File: config.mk
export PLATFORM = sky130hd
export DESIGN_NAME = button_debounce_gesture_detector
export DESIGN_NICKNAME = d
export VERILOG_FILES = /design/src/design/bdgd_pkg.sv /design/src/design/button_debounce_gesture_detector.sv
export SDC_FILE = /design/constraint.sdc
export NUM_CORES = 1
export LEC_CHECK = 0
export BUFFER_PORTS_ARGS = -buffer_cell sky130_fd_sc_hd__buf_2
export CAP_MARGIN = 20
export CORE_ASPECT_RATIO = 0.9
export CORE_MARGIN = 4
export CORE_UTILIZATION = 41
export CTS_BUF_LIST = sky130_fd_sc_hd__clkbuf_4 sky130_fd_sc_hd__clkbuf_8 sky130_fd_sc_hd__clkbuf_16
export CTS_CLUSTER_DIAMETER = 30
export DETAILED_ROUTE_END_ITERATION = 7
export HOLD_SLACK_MARGIN = 0.08
export PLACE_DENSITY = 0.68
export SKIP_LAST_GASP = 1
export SYNTH_ARGS = -nofsm -noshare
export SYNTH_HDL_FRONTEND = slang
export SYNTH_SLANG_ARGS = --single-unit
File: constraint.sdc
create_clock -name clk -period 5.33 [get_ports clk]
set_input_delay 1.066 -clock clk [delete_from_list [all_inputs] [get_ports clk]]
set_output_delay 1.066 -clock clk [all_outputs]
set_load 0.01 [all_outputs]
File: src/design/bdgd_pkg.sv
// ----------------------------------------------------------------------------
// bdgd_pkg: shared types and constants for the button debounce detector
// Register map, reset values and the result word layout.
// ----------------------------------------------------------------------------
package bdgd_pkg;

    localparam int unsigned ADDR_W = 5;
    localparam int unsigned APB_DW = 32;
    localparam int unsigned REG_IDX_W = 3;

    // register indexes (byte address = 4 * index)
    localparam logic [REG_IDX_W-1:0] REG_ACTIVE_LEVEL   = 3'd0;
    localparam logic [REG_IDX_W-1:0] REG_DEBOUNCE_MS    = 3'd1;
    localparam logic [REG_IDX_W-1:0] REG_LONG_PRESS_MS  = 3'd2;
    localparam logic [REG_IDX_W-1:0] REG_DOUBLE_CLICK_MS = 3'd3;
    localparam logic [REG_IDX_W-1:0] REG_EVENTS_ENABLE  = 3'd4;

    localparam logic        RST_ACTIVE_LEVEL    = 1'b0;
    localparam logic [9:0]  RST_DEBOUNCE_MS     = 10'd50;
    localparam logic [15:0] RST_LONG_PRESS_MS   = 16'd1000;
    localparam logic [15:0] RST_DOUBLE_CLICK_MS = 16'd300;
    localparam logic        RST_EVENTS_ENABLE   = 1'b1;

    localparam logic [15:0] SAT16 = 16'hFFFF;

    // op codes carried on s_tuser
    localparam logic OP_TICK  = 1'b0;
    localparam logic OP_CLEAR = 1'b1;

    localparam int unsigned IN_DATA_W  = 8;
    localparam int unsigned OUT_DATA_W = 152;

    // result word, last field in the lowest bits
    typedef struct packed {
        logic [1:0]  pad;
        logic [31:0] double_click_total;
        logic [31:0] long_press_total;
        logic [31:0] release_total;
        logic [31:0] press_total;
        logic [15:0] hold_ms;
        logic        button_down;
        logic        long_press_event;
        logic        double_click_event;
        logic        click_event;
        logic        released_event;
        logic        pressed_event;
    } result_t;

endpackage

File: src/design/button_debounce_gesture_detector.sv
// ----------------------------------------------------------------------------
// button_debounce_gesture_detector: debounce and click / long-press detector
// One word per millisecond tick (or clear command) in, one status word out.
// ----------------------------------------------------------------------------
//  channel   dir  handshake            payload
//  s_*       in   s_tvalid / s_tready  s_tuser: op, s_tdata[0]: pin_level
//  m_*       out  m_tvalid / m_tready  m_tdata: events, state, hold, totals
//  apb       in   psel/penable/pready  five config registers at 4*index
//
//  One word per clock while the output is not stalled; a word's result passes
//  through the input register, then the result register, which offers it.
//  The rate is set by the state update between the two registers, which is combinational.
//  Reset (rst_n low) returns the registers to their reset values and clears
//  all detector state. A stalled output holds its word and the input register
//  keeps the next word; s_tready drops only when both are full.
// ----------------------------------------------------------------------------
module button_debounce_gesture_detector
(
    input  logic                                 clk,
    input  logic                                 rst_n,
    // slave side
    input  logic                                 s_tvalid,
    output logic                                 s_tready,
    input  logic [bdgd_pkg::IN_DATA_W-1:0]       s_tdata,   // [0] pin_level, [7:1] zero
    input  logic                                 s_tuser,   // [0] op
    // master side
    output logic                                 m_tvalid,
    input  logic                                 m_tready,
    // [0] pressed_event, [1] released_event, [2] click_event,
    // [3] double_click_event, [4] long_press_event, [5] button_down,
    // [21:6] hold_ms, [53:22] press_total, [85:54] release_total,
    // [117:86] long_press_total, [149:118] double_click_total, [151:150] zero
    output logic [bdgd_pkg::OUT_DATA_W-1:0]      m_tdata,
    // configuration
    input  logic                                 psel,
    input  logic                                 penable,
    input  logic                                 pwrite,
    input  logic [bdgd_pkg::ADDR_W-1:0]          paddr,
    input  logic [bdgd_pkg::APB_DW-1:0]          pwdata,
    output logic [bdgd_pkg::APB_DW-1:0]          prdata,
    output logic                                 pready
);
    import bdgd_pkg::*;

    // configuration registers
    logic        active_level_reg;
    logic [9:0]  debounce_ms_reg;
    logic [15:0] long_press_ms_reg;
    logic [15:0] double_click_ms_reg;
    logic        events_enable_reg;

    logic                 cfg_wr;
    logic [REG_IDX_W-1:0] cfg_idx;

    // input register
    logic in_valid_reg;
    logic in_op_reg;
    logic in_pin_reg;

    // detector state
    logic        prev_raw_reg,       prev_raw_next;
    logic        pending_raw_reg,    pending_raw_next;
    logic        stable_reg,         stable_next;
    logic [9:0]  deb_left_reg,       deb_left_next;
    logic        deb_armed_reg,      deb_armed_next;
    logic [15:0] long_left_reg,      long_left_next;
    logic        long_armed_reg,     long_armed_next;
    logic [15:0] since_press_reg,    since_press_next;
    logic [15:0] since_click_reg,    since_click_next;
    logic [31:0] press_cnt_reg,      press_cnt_next;
    logic [31:0] release_cnt_reg,    release_cnt_next;
    logic [31:0] long_cnt_reg,       long_cnt_next;
    logic [31:0] dclick_cnt_reg,     dclick_cnt_next;

    // output register
    logic    out_valid_reg;
    result_t out_reg;
    result_t res;

    logic        advance;
    logic        raw;
    logic        ev_p, ev_r, ev_c, ev_d, ev_l;
    logic [9:0]  deb_dec;
    logic [15:0] long_dec;

    assign pready  = 1'b1;
    assign cfg_idx = paddr[ADDR_W-1:2];
    assign cfg_wr  = psel && penable && pwrite && pready;

    always_comb
    begin
        case (cfg_idx)
            REG_ACTIVE_LEVEL:    prdata = {31'd0, active_level_reg};
            REG_DEBOUNCE_MS:     prdata = {22'd0, debounce_ms_reg};
            REG_LONG_PRESS_MS:   prdata = {16'd0, long_press_ms_reg};
            REG_DOUBLE_CLICK_MS: prdata = {16'd0, double_click_ms_reg};
            REG_EVENTS_ENABLE:   prdata = {31'd0, events_enable_reg};
            default:             prdata = '0;
        endcase
    end

    always_ff @(posedge clk or negedge rst_n)
    begin
        if (!rst_n)
        begin
            active_level_reg    <= RST_ACTIVE_LEVEL;
            debounce_ms_reg     <= RST_DEBOUNCE_MS;
            long_press_ms_reg   <= RST_LONG_PRESS_MS;
            double_click_ms_reg <= RST_DOUBLE_CLICK_MS;
            events_enable_reg   <= RST_EVENTS_ENABLE;
        end
        else if (cfg_wr)
        begin
            case (cfg_idx)
                REG_ACTIVE_LEVEL:    active_level_reg    <= pwdata[0];
                REG_DEBOUNCE_MS:     debounce_ms_reg     <= pwdata[9:0];
                REG_LONG_PRESS_MS:   long_press_ms_reg   <= pwdata[15:0];
                REG_DOUBLE_CLICK_MS: double_click_ms_reg <= pwdata[15:0];
                REG_EVENTS_ENABLE:   events_enable_reg   <= pwdata[0];
                default:             ;
            endcase
        end
    end

    // handshake: process the held word whenever the result slot frees up
    assign advance  = in_valid_reg && (!out_valid_reg || m_tready);
    assign s_tready = !in_valid_reg || advance;
    assign m_tvalid = out_valid_reg;
    assign m_tdata  = out_reg;

    always_ff @(posedge clk or negedge rst_n)
    begin
        if (!rst_n)
        begin
            in_valid_reg <= 1'b0;
        end
        else if (s_tready)
        begin
            in_valid_reg <= s_tvalid;
        end
    end

    always_ff @(posedge clk)
    begin
        if (s_tready && s_tvalid)
        begin
            in_op_reg  <= s_tuser;
            in_pin_reg <= s_tdata[0];
        end
    end

    assign raw      = (in_pin_reg == active_level_reg);
    assign deb_dec  = (deb_left_reg != 10'd0) ? deb_left_reg - 10'd1 : deb_left_reg;
    assign long_dec = (long_left_reg != 16'd0) ? long_left_reg - 16'd1 : long_left_reg;

    always_comb
    begin
        prev_raw_next    = prev_raw_reg;
        pending_raw_next = pending_raw_reg;
        stable_next      = stable_reg;
        deb_left_next    = deb_left_reg;
        deb_armed_next   = deb_armed_reg;
        long_left_next   = long_left_reg;
        long_armed_next  = long_armed_reg;
        since_press_next = since_press_reg;
        since_click_next = since_click_reg;
        press_cnt_next   = press_cnt_reg;
        release_cnt_next = release_cnt_reg;
        long_cnt_next    = long_cnt_reg;
        dclick_cnt_next  = dclick_cnt_reg;
        ev_p = 1'b0;
        ev_r = 1'b0;
        ev_c = 1'b0;
        ev_d = 1'b0;
        ev_l = 1'b0;

        if (in_op_reg == OP_CLEAR)
        begin
            // resync to the present level, zero the statistics
            stable_next      = raw;
            prev_raw_next    = raw;
            pending_raw_next = raw;
            press_cnt_next   = '0;
            release_cnt_next = '0;
            long_cnt_next    = '0;
            dclick_cnt_next  = '0;
            since_press_next = '0;
            since_click_next = SAT16;
        end
        else
        begin
            if (since_press_reg != SAT16)
                since_press_next = since_press_reg + 16'd1;
            if (since_click_reg != SAT16)
                since_click_next = since_click_reg + 16'd1;

            if (raw != prev_raw_reg)
            begin
                // raw change: restart debounce, restart long press on a press
                prev_raw_next    = raw;
                pending_raw_next = raw;
                deb_left_next    = (debounce_ms_reg != 10'd0) ? debounce_ms_reg : 10'd1;
                deb_armed_next   = 1'b1;
                long_armed_next  = raw;
                long_left_next   = raw ? ((long_press_ms_reg != 16'd0) ?
                                          long_press_ms_reg : 16'd1) : 16'd0;
            end
            else
            begin
                if (deb_armed_reg)
                begin
                    deb_left_next = deb_dec;
                    if (deb_dec == 10'd0)
                    begin
                        deb_armed_next = 1'b0;
                        if (raw == pending_raw_reg)
                        begin
                            if (raw != stable_reg)
                            begin
                                stable_next = raw;
                                if (raw)
                                begin
                                    ev_p             = 1'b1;
                                    press_cnt_next   = press_cnt_reg + 32'd1;
                                    since_press_next = '0;
                                end
                                else
                                begin
                                    ev_r             = 1'b1;
                                    release_cnt_next = release_cnt_reg + 32'd1;
                                    if (since_press_next < long_press_ms_reg)
                                    begin
                                        ev_c = 1'b1;
                                        if (since_click_next < double_click_ms_reg)
                                        begin
                                            ev_d            = 1'b1;
                                            dclick_cnt_next = dclick_cnt_reg + 32'd1;
                                        end
                                        since_click_next = '0;
                                    end
                                end
                            end
                        end
                        else
                        begin
                            pending_raw_next = raw;
                        end
                    end
                end
                // long press sees the debounced state after this tick
                if (long_armed_reg)
                begin
                    long_left_next = long_dec;
                    if (long_dec == 16'd0)
                    begin
                        long_armed_next = 1'b0;
                        if (stable_next)
                        begin
                            ev_l          = 1'b1;
                            long_cnt_next = long_cnt_reg + 32'd1;
                        end
                    end
                end
            end
        end

        res                    = '0;
        res.pressed_event      = ev_p && events_enable_reg;
        res.released_event     = ev_r && events_enable_reg;
        res.click_event        = ev_c && events_enable_reg;
        res.double_click_event = ev_d && events_enable_reg;
        res.long_press_event   = ev_l && events_enable_reg;
        res.button_down        = stable_next;
        res.hold_ms            = stable_next ? since_press_next : 16'd0;
        res.press_total        = press_cnt_next;
        res.release_total      = release_cnt_next;
        res.long_press_total   = long_cnt_next;
        res.double_click_total = dclick_cnt_next;
    end

    always_ff @(posedge clk or negedge rst_n)
    begin
        if (!rst_n)
        begin
            prev_raw_reg    <= 1'b0;
            pending_raw_reg <= 1'b0;
            stable_reg      <= 1'b0;
            deb_left_reg    <= '0;
            deb_armed_reg   <= 1'b0;
            long_left_reg   <= '0;
            long_armed_reg  <= 1'b0;
            since_press_reg <= '0;
            since_click_reg <= SAT16;
            press_cnt_reg   <= '0;
            release_cnt_reg <= '0;
            long_cnt_reg    <= '0;
            dclick_cnt_reg  <= '0;
        end
        else if (advance)
        begin
            prev_raw_reg    <= prev_raw_next;
            pending_raw_reg <= pending_raw_next;
            stable_reg      <= stable_next;
            deb_left_reg    <= deb_left_next;
            deb_armed_reg   <= deb_armed_next;
            long_left_reg   <= long_left_next;
            long_armed_reg  <= long_armed_next;
            since_press_reg <= since_press_next;
            since_click_reg <= since_click_next;
            press_cnt_reg   <= press_cnt_next;
            release_cnt_reg <= release_cnt_next;
            long_cnt_reg    <= long_cnt_next;
            dclick_cnt_reg  <= dclick_cnt_next;
        end
    end

    always_ff @(posedge clk or negedge rst_n)
    begin
        if (!rst_n)
        begin
            out_valid_reg <= 1'b0;
        end
        else if (advance)
        begin
            out_valid_reg <= 1'b1;
        end
        else if (m_tready)
        begin
            out_valid_reg <= 1'b0;
        end
    end

    always_ff @(posedge clk)
    begin
        if (advance)
        begin
            out_reg <= res;
        end
    end

endmodule

==> results.json, run 1 <==
{
  "h-tree-depth": 3,
  "die_h_um": 229,
  "peakVddDrop_mv": 0.274,
  "tns_ps": 0,
  "leakage_uw": 0.0110,
  "setup_violations": 0,
  "ys_async_sr_fraction_pct": 60.9,
  "drc": 0,
  "routed_via_density": 5.88,
  "grt_util_met3_pct": 4.27,
  "ys_seq_area_share_pct": 47.1,
  "busiest_layer": "met2",
  "firstDrtPassIters": 5,
  "max_stage_delay_ps": 680,
  "endpoint_kind": "register",
  "max_freq_mhz": 202,
  "antenna_found_initial": 2,
  "gr-total-overflow": 0,
  "cts_buffers": 88,
  "drv_cap": 0,
  "cts_buffer_depth": 3,
  "grt_use_met1_pct": 29.8,
  "largest_reg_flops": 150,
  "gp_congestion": 0.907,
  "min_path_type": "input pin to asynchronous set/reset pin",
  "placed_area_um2": 24000,
  "finalHoldViolCount": 0,
  "power_density_nw_per_um2": 456,
  "dr_total_vias": 19731,
  "clk-insertion-delay-late_ps": 630,
  "drt_iter0_drc": 1552,
  "worstSetupPathType": "register to register",
  "rsz0062_at_grt": "no",
  "syn_to_final_growth_pct": 21.2,
  "cp.required_ps": 5840,
  "final_common_cell": "nand2_1",
  "tightestPinTransition_ps": 1110,
  "synth_top_cells_by_area": "dfrtp_1 23%, edfxtp_1 20%, nand2_1 4.4%, nor2_1 4.3%, o21ai_0 3.6%",
  "grt_pass1_wl_um": 102000,
  "synthFlopType": "dfrtp_1",
  "dp_hpwl_um": 43500,
  "synth_top_area_share_pct": 23.2,
  "netlist_area_um2": 22300,
  "seq_area_um2": 10500,
  "final_antenna_net_count": 0,
  "period_minus_slack_ps": 4950,
  "core_area_um2": 53500,
  "syn_avg_cell_area_um2": 9.28,
  "grt_util_met2_pct": 33.6,
  "synth_edf_count": 152,
  "fp.dieW_um": 254,
  "ios": 240,
  "wl_um": 64900,
  "synth_cell_types": 81,
  "multi_input_area_um2": 10800,
  "diodes": 0,
  "finalCritPeriodShare_pct": 92.9,
  "clkSinkCount": 389,
  "n_fill_cell": 4915,
  "final_cell_mix": "261 x nand2_1, 254 x nor2_1, 207 x dfrtp_1, 194 x buf_2, 158 x o21ai_0",
  "fin_worst_skew_ps": 38.1,
  "outcome": "finished, final reports clean",
  "port_buffers": 195,
  "cp-start-kind": "register",
  "cp_slowest_cell": "or4_1",
  "critPathMostFrequentCell": "or4_1",
  "crit_buf_inv": 2,
  "ys_ff_latch": 389,
  "crit_chain": "inv_1, ha_1, or4b_1, or4_1, o22a_1, or4_1, buf_4, or4_1, or4_4, or4_1, o211ai_1",
  "grt_max_degree": 226,
  "drv_slew": 0,
  "gr-usage-all-layers_pct": 21.5,
  "root_buffer": "clkbuf_16",
  "cts_tree": "built",
  "routedWlPerCell_um": 19.3,
  "start_util_pct": 41.8,
  "critical_path_arrival_ps": 5460,
  "final_nets": 2678,
  "num_rows": 80,
  "drive_above_1_share_pct": 20.0,
  "syn-instance-count": 2407,
  "final_cell_area_um2": 27100,
  "power_uw": 12300,
  "layout_setup_ws_ps": 381,
  "yosysWarnings": 0,
  "ff2ff_setup_slack_ps": 380,
  "pre_cts_slack_ps": 173,
  "yosysTopAreaCell": "dfrtp_1",
  "maxSlewHeadroom_pct": 26.3,
  "crit_path_max_fanout": 8,
  "die-area_um2": 58300,
  "crit_family": "simple AND/OR/NAND/NOR gates",
  "clkSlewWorstSetupHoldPaths_ps": 50,
  "grt_pass1_vias": 18607
}
## cell families (layout without fill, tap and decap cells)
| kind of cell | Yosys count | after routing | synth area share (%) |
|---|---|---|---|
| buffers and inverters | 262 | 499 | 4.83 |
| muxes | 92 | 92 | 4.40 |
| other | 2 | 19 | 0.0336 |
| AOI/OAI and AO/OA | 513 | 513 | 15.2 |
| and+or+nand+nor | 1017 | 1017 | 22.6 |
| DFF | 389 | 389 | 47.1 |
| xor gates and xnor gates | 92 | 92 | 3.61 |
| adders and majority gates | 40 | 40 | 2.24 |
## cells in the mapped netlist, types with 39 or more instances
cell type  instances
nor2_1           255
dfrtp_1          207
o21ai_0          159
inv_1             89
edfxtp_1         152
nand4_1           55
a21oi_1           87
nor3_1            72
ha_1              40
mux2i_1           52
clkbuf_1         137
xnor2_1           64
and3_1            42
nand2_1          263
mux2_2            39
nand3_1           94
## metal layers
layer  part of all wire (%)  vias up
li1                       -     9210
met1                     44     9639
met5                  0.025        -
met3                    6.1      147
met4                    3.3        2
met2                     46      733
## final timing paths
path	startpoint	to	cells past startpoint
setup / recovery	deb_left_reg[0]	release_cnt_reg[16]	11
max in group asynchronous	rst_n	since_press_reg[3]	2
hold reg to reg	since_click_reg[11]	since_click_reg[11]	2
hold / removal	rst_n	release_cnt_reg[9]	1
min in group clk	since_click_reg[11]	since_click_reg[11]	2
setup reg to reg	deb_left_reg[0]	release_cnt_reg[16]	11
## per-stage QoR
stage | hold slack (ps) | std cells | util (%)
after floorplan | 457 | 2424 | -
after global placement | 479 | 3190 | 44.8
after detailed placement | 487 | 3190 | 44.8
after CTS | 494 | 3356 | 50.6
after global routing | 504 | 3358 | 50.6
final | 477 | 3358 | 50.6
## timing repair
| item | CTS | global route |
|---|---|---|
| endpoints found under the setup margin | 0 | 28 |
| resized for setup | 0 | 4 |
| hold buffers | 0 | 0 |
| setup buffers | 0 | 1 |
## power by group
group	leakage [uW]	internal [uW]	switching [uW]
registers	0.00453	3650	593
clock network	0.00151	3690	1840
logic	0.00497	939	1630
## cell type report
type | instances | area share (%)
Clock buffer | 106 | 8.88
Clock inverter | 60 | 2.51
Inverter | 91 | 1.29
Multi-Input combinational cell | 1773 | 40.0
Sequential cell | 389 | 38.9
Tap cell | 697 | 3.22
Timing Repair Buffer | 242 | 5.14
(Power assumes the default switching activity.)
==> run 2: changes to the inputs <==
- CORE_ASPECT_RATIO: 0.9 -> 0.8
==> run 2 against run 1 <==
  * Routed wire length up 1.7%
  * Register-to-register slack worse by 110 ps
  * Global-route usage up 0.62 points
  * First-iteration DRC count up 30%
==> results.json, run 2 (synthesized netlist as in run 1, its figures left out) <==
{
  "outcome": "finished, final reports clean",
  "min_path_type": "input pin to asynchronous set/reset pin",
  "fin_worst_skew_ps": 22.2,
  "syn_to_final_growth_pct": 20.6,
  "grt_util_met2_pct": 33.7,
  "drv_cap": 0,
  "startpoint": "deb_left_reg[0]",
  "critical_path_arrival_ps": 5420,
  "finalCritPeriodShare_pct": 95.0,
  "finalHoldViolCount": 0,
  "hold_ws_ps": 428,
  "dp_hpwl_um": 43700,
  "cp-start-kind": "register",
  "clkSlewWorstSetupHoldPaths_ps": 50,
  "cts_tree": "built",
  "routed_via_density": 5.88,
  "final_nets": 2678,
  "reg2reg_from": "deb_left_reg[0]",
  "grt_pass1_vias": 18713,
  "grt_use_met1_pct": 31.3,
  "max_freq_mhz": 198,
  "leakage_uw": 0.0109,
  "power_density_nw_per_um2": 451,
  "period_minus_slack_ps": 5060,
  "diodes": 0,
  "antenna_found_initial": 1,
  "drv_slew": 0,
  "ios": 240,
  "cp.required_ps": 5690,
  "clk-insertion-delay-late_ps": 610,
  "clkSinkCount": 389,
  "setup_violations": 0,
  "root_buffer": "clkbuf_16",
  "dr_total_vias": 19746,
  "gp_congestion": 0.891,
  "worstSetupPathType": "register to register",
  "fp.dieW_um": 269,
  "gr-total-overflow": 0,
  "num_rows": 76,
  "die_h_um": 217,
  "cts_hold_buf": 0,
  "h-tree-depth": 3,
  "largest_reg_flops": 150,
  "tightestPinTransition_ps": 1000,
  "cts_buffers": 87,
  "drive_above_1_share_pct": 19.9,
  "die-area_um2": 58300,
  "wl_um": 66000,
  "grt_pass1_wl_um": 103000,
  "placed_area_um2": 24000,
  "final_antenna_net_count": 0,
  "final_common_cell": "nand2_1",
  "cts_buffer_depth": 3,
  "peakVddDrop_mv": 0.221,
  "rsz0062_at_grt": "no",
  "routedWlPerCell_um": 19.6,
  "drc": 0,
  "grt_util_met3_pct": 4.72,
  "pre_cts_slack_ps": 232,
  "endpoint_kind": "register",
  "gr-usage-all-layers_pct": 22.1,
  "firstDrtPassIters": 6,
  "drt_iter0_drc": 2020,
  "core_area_um2": 53900,
  "final_cell_area_um2": 26900,
  "grt_max_degree": 168,
  "layout_setup_ws_ps": 268,
  "maxSlewHeadroom_pct": 33.0,
  "crit_path_max_fanout": 11,
  "final_cell_mix": "262 x nand2_1, 254 x nor2_1, 207 x dfrtp_1, 194 x buf_2, 158 x o21ai_0",
  "cts_setup_buffers": 0,
  "busiest_layer": "met2",
  "port_buffers": 195,
  "tns_ps": 0,
  "start_util_pct": 41.4
}
-- run 2: power by group --
group / internal [uW] / total (uW) / switching (uW)
clock network: 3510 / 5340 / 1830
registers: 3650 / 4250 / 595
logic: 935 / 2570 / 1640
-- run 2: timing repair --
action                     4_1_cts  5_1_grt
gates resized for setup          0        1
hold endpoints to repair         0        0
setup endpoints to repair        0        5
-- run 2: path summary, 6_finish.rpt --
kind | to | slack (ps) | cells past startpoint
min in group clk | since_click_reg[11] | 490 | 2
max reg2reg | m_tdata[113] | 270 | 11
max in group asynchronous | release_cnt_reg[2] | 3640 | 2
min reg2reg | since_click_reg[11] | 490 | 2
max | m_tdata[113] | 270 | 11
min | dclick_cnt_reg[24] | 430 | 1
-- run 2: area by class of cell --
class                      instances  area [um2]
inverter                          91         349
clock inverter                    61         619
sequential                       389       10500
tap                              702         878
clock buffer                     101        2340
timing repair buffer             243        1400
fill                            4860       27000
multi-input combinational       1773       10800
-- run 2: routing by layer --
layer  vias to the layer above  wire length (um)
met5                         -                 0
met4                         0              1960
met3                       144              5180
met2                       791             29800
met1                      9585             29000
li1                       9226                 -
-- run 2: worst max-delay path: stages (launching register included) --
cell,delay [ps]
dfrtp_1,410
inv_1,120
ha_1,300
or4b_1,470
or4_1,650
o22a_1,300
or4_1,580
buf_4,220
o31ai_1,330
a32oi_2,160
nor4b_1,840
mux2_2,410
-- run 2: stage by stage --
stage,total power (uW),instances,util (%)
after floorplan,5890,2424,-
after global placement,6700,3197,44.4
after detailed placement,6800,3197,44.4
after CTS,12200,3359,49.9
after global routing,12800,3360,50.0
final,12200,3360,50.0
==> run 3: changes to the inputs <==
- CAP_MARGIN: 20 -> 40
- GPL_ROUTABILITY_DRIVEN: default -> 0
- PLACE_DENSITY: 0.68 -> 0.66
- clock period: 5.33 -> 6 ns (I/O delays scaled with it)
==> run 3 against run 2 <==
  * Sequential share of layout area shrank 0.081 points
  * Clock skew is 3.0 ps higher
  * First-iteration DRC count down 5.5%
  * Power fell by 10%
  * Non-clock buffer count is 11 lower
  * Critical endpoint is now m_tdata[98]
==> results.json, run 3 (synthesized netlist as in run 1, its figures left out) <==
{
  "grt_util_met2_pct": 33.5,
  "p_int_uw": 7330,
  "hold_ws_ps": 495,
  "largest_reg_flops": 150,
  "cts_hold_buf": 0,
  "final_antenna_net_count": 0,
  "critical_path_arrival_ps": 5870,
  "power.switching_uw": 3610,
  "diodes": 0,
  "tightestPinTransition_ps": 1080,
  "dp_hpwl_um": 42900,
  "core_area_um2": 53900,
  "leakage_uw": 0.0110,
  "cts_setup_buffers": 0,
  "outcome": "finished, final reports clean",
  "fin_worst_skew_ps": 25.2,
  "period_minus_slack_ps": 5540,
  "worstSetupPathType": "register to register",
  "placed_area_um2": 23900,
  "die-area_um2": 58300,
  "seq_area_um2": 10500,
  "finalCritPeriodShare_pct": 92.3,
  "endpoint_kind": "register",
  "port_buffers": 195,
  "gr-total-overflow": 0,
  "peakVddDrop_mv": 0.221,
  "drv_cap": 0,
  "ios": 240,
  "antenna_found_initial": 3,
  "clkSlewWorstSetupHoldPaths_ps": 50,
  "power_frac_seq_pct": 34.4,
  "clk-insertion-delay-late_ps": 620,
  "cts_buffers": 91,
  "grt_pass1_vias": 18723,
  "cts_tree": "built",
  "grt_max_degree": 248,
  "grt_use_met1_pct": 31.0,
  "final_common_cell": "nand2_1",
  "crit_chain": "inv_1, ha_1, or4b_1, or4_1, o22a_1, or4_1, buf_4, o31a_1, a32oi_2, buf_4, nand2b_1, o31ai_1",
  "cts_buffer_depth": 3,
  "num_rows": 76,
  "syn_to_final_growth_pct": 20.9,
  "grt_pass1_wl_um": 102000,
  "cp.required_ps": 6330,
  "firstDrtPassIters": 6,
  "maxSlewHeadroom_pct": 27.9,
  "die_h_um": 217,
  "drc": 0,
  "dr_total_vias": 19732,
  "drv_slew": 0,
  "max_freq_mhz": 180,
  "finalHoldViolCount": 0,
  "final_cell_mix": "262 x nand2_1, 254 x nor2_1, 207 x dfrtp_1, 197 x buf_2, 158 x o21ai_0",
  "wl_um": 64500,
  "final_nets": 2671,
  "crit_path_max_fanout": 15,
  "min_path_type": "register to register",
  "start_util_pct": 41.4,
  "drt_iter0_drc": 1908,
  "drive_above_1_share_pct": 19.8,
  "cp_slowest_cell": "a32oi_2",
  "power_uw": 10900,
  "grt_util_met3_pct": 4.05,
  "cp-start-kind": "register",
  "h-tree-depth": 3,
  "clkSinkCount": 389,
  "p_comb_share_pct": 20.4,
  "n_fill_cell": 4908,
  "ff2ff_setup_slack_ps": 460,
  "power_density_nw_per_um2": 405,
  "switching_share_pct": 33.0,
  "p_clk_share_pct": 45.2,
  "routedWlPerCell_um": 19.2,
  "max_stage_delay_ps": 800,
  "setup_violations": 0,
  "multi_input_area_um2": 10800,
  "root_buffer": "clkbuf_16",
  "gr-usage-all-layers_pct": 21.6,
  "busiest_layer": "met2",
  "final_cell_area_um2": 27000,
  "routed_via_density": 5.87,
  "rsz0062_at_grt": "no",
  "cts.repair.resized": 0,
  "tns_ps": 0,
  "fp.dieW_um": 269
}
run 3: cell count changes in the layout (fill, tap and decap cells not counted), sizes merged:
cell	delta
clkinv	+4
clkinvlp	-2
bufinv	+1
inv	+5
buf	-11
clkbuf	+2
run 3: final timing paths:
kind / startpoint / cells after the start / end
worst max-delay path: deb_left_reg[0] / 12 / m_tdata[98]
worst min register to register: since_click_reg[5] / 2 / since_click_reg[5]
worst min-delay path: since_click_reg[5] / 2 / since_click_reg[5]
max in group asynchronous: rst_n / 2 / release_cnt_reg[29]
min in group asynchronous: rst_n / 1 / dclick_cnt_reg[24]
worst max register to register: deb_left_reg[0] / 12 / m_tdata[98]
run 3: area by class of cell:
class	count	share of cell area [%]
clock inverters	69	2.57
inverters	91	1.29
clock buffers	103	8.92
flip-flops and latches	389	39.0
repair buffers	232	4.91
well taps	702	3.25
multi-input cells	1773	40.1
run 3: power by group through the flow:
stage,Clock (uW),Sequential (uW),Combinational (uW)
after floorplan,0,3640,1590
after global placement,0,3760,2130
after detailed placement,0,3780,2200
after CTS,5030,3750,2210
after global routing,5170,3830,2490
final,4940,3770,2230
run 3: stage by stage:
step / utilization, % / cells / setup slack, ps
floorplan: - / 2424 / 1570
global placement: 44.2 / 3182 / 652
detailed placement: 44.3 / 3187 / 529
CTS: 50.1 / 3359 / 541
global route: 50.1 / 3359 / 13.8
finish: 50.1 / 3359 / 459
run 3: critical path, delay by kind of cell, from the launching register on:
family                     cells  cell delay, ps
buffers and inverters          3             640
adders and majority gates      1             300
DFF                            1             400
and+or+nand+nor                4            2330
AOI/OAI and AO/OA              4            1560
run 3: per-layer routing:
layer,part of all wire [%],vias up
met5,0,-
met4,2.6,0
met3,7.3,123
met2,46,819
met1,44,9569
li1,-,9221
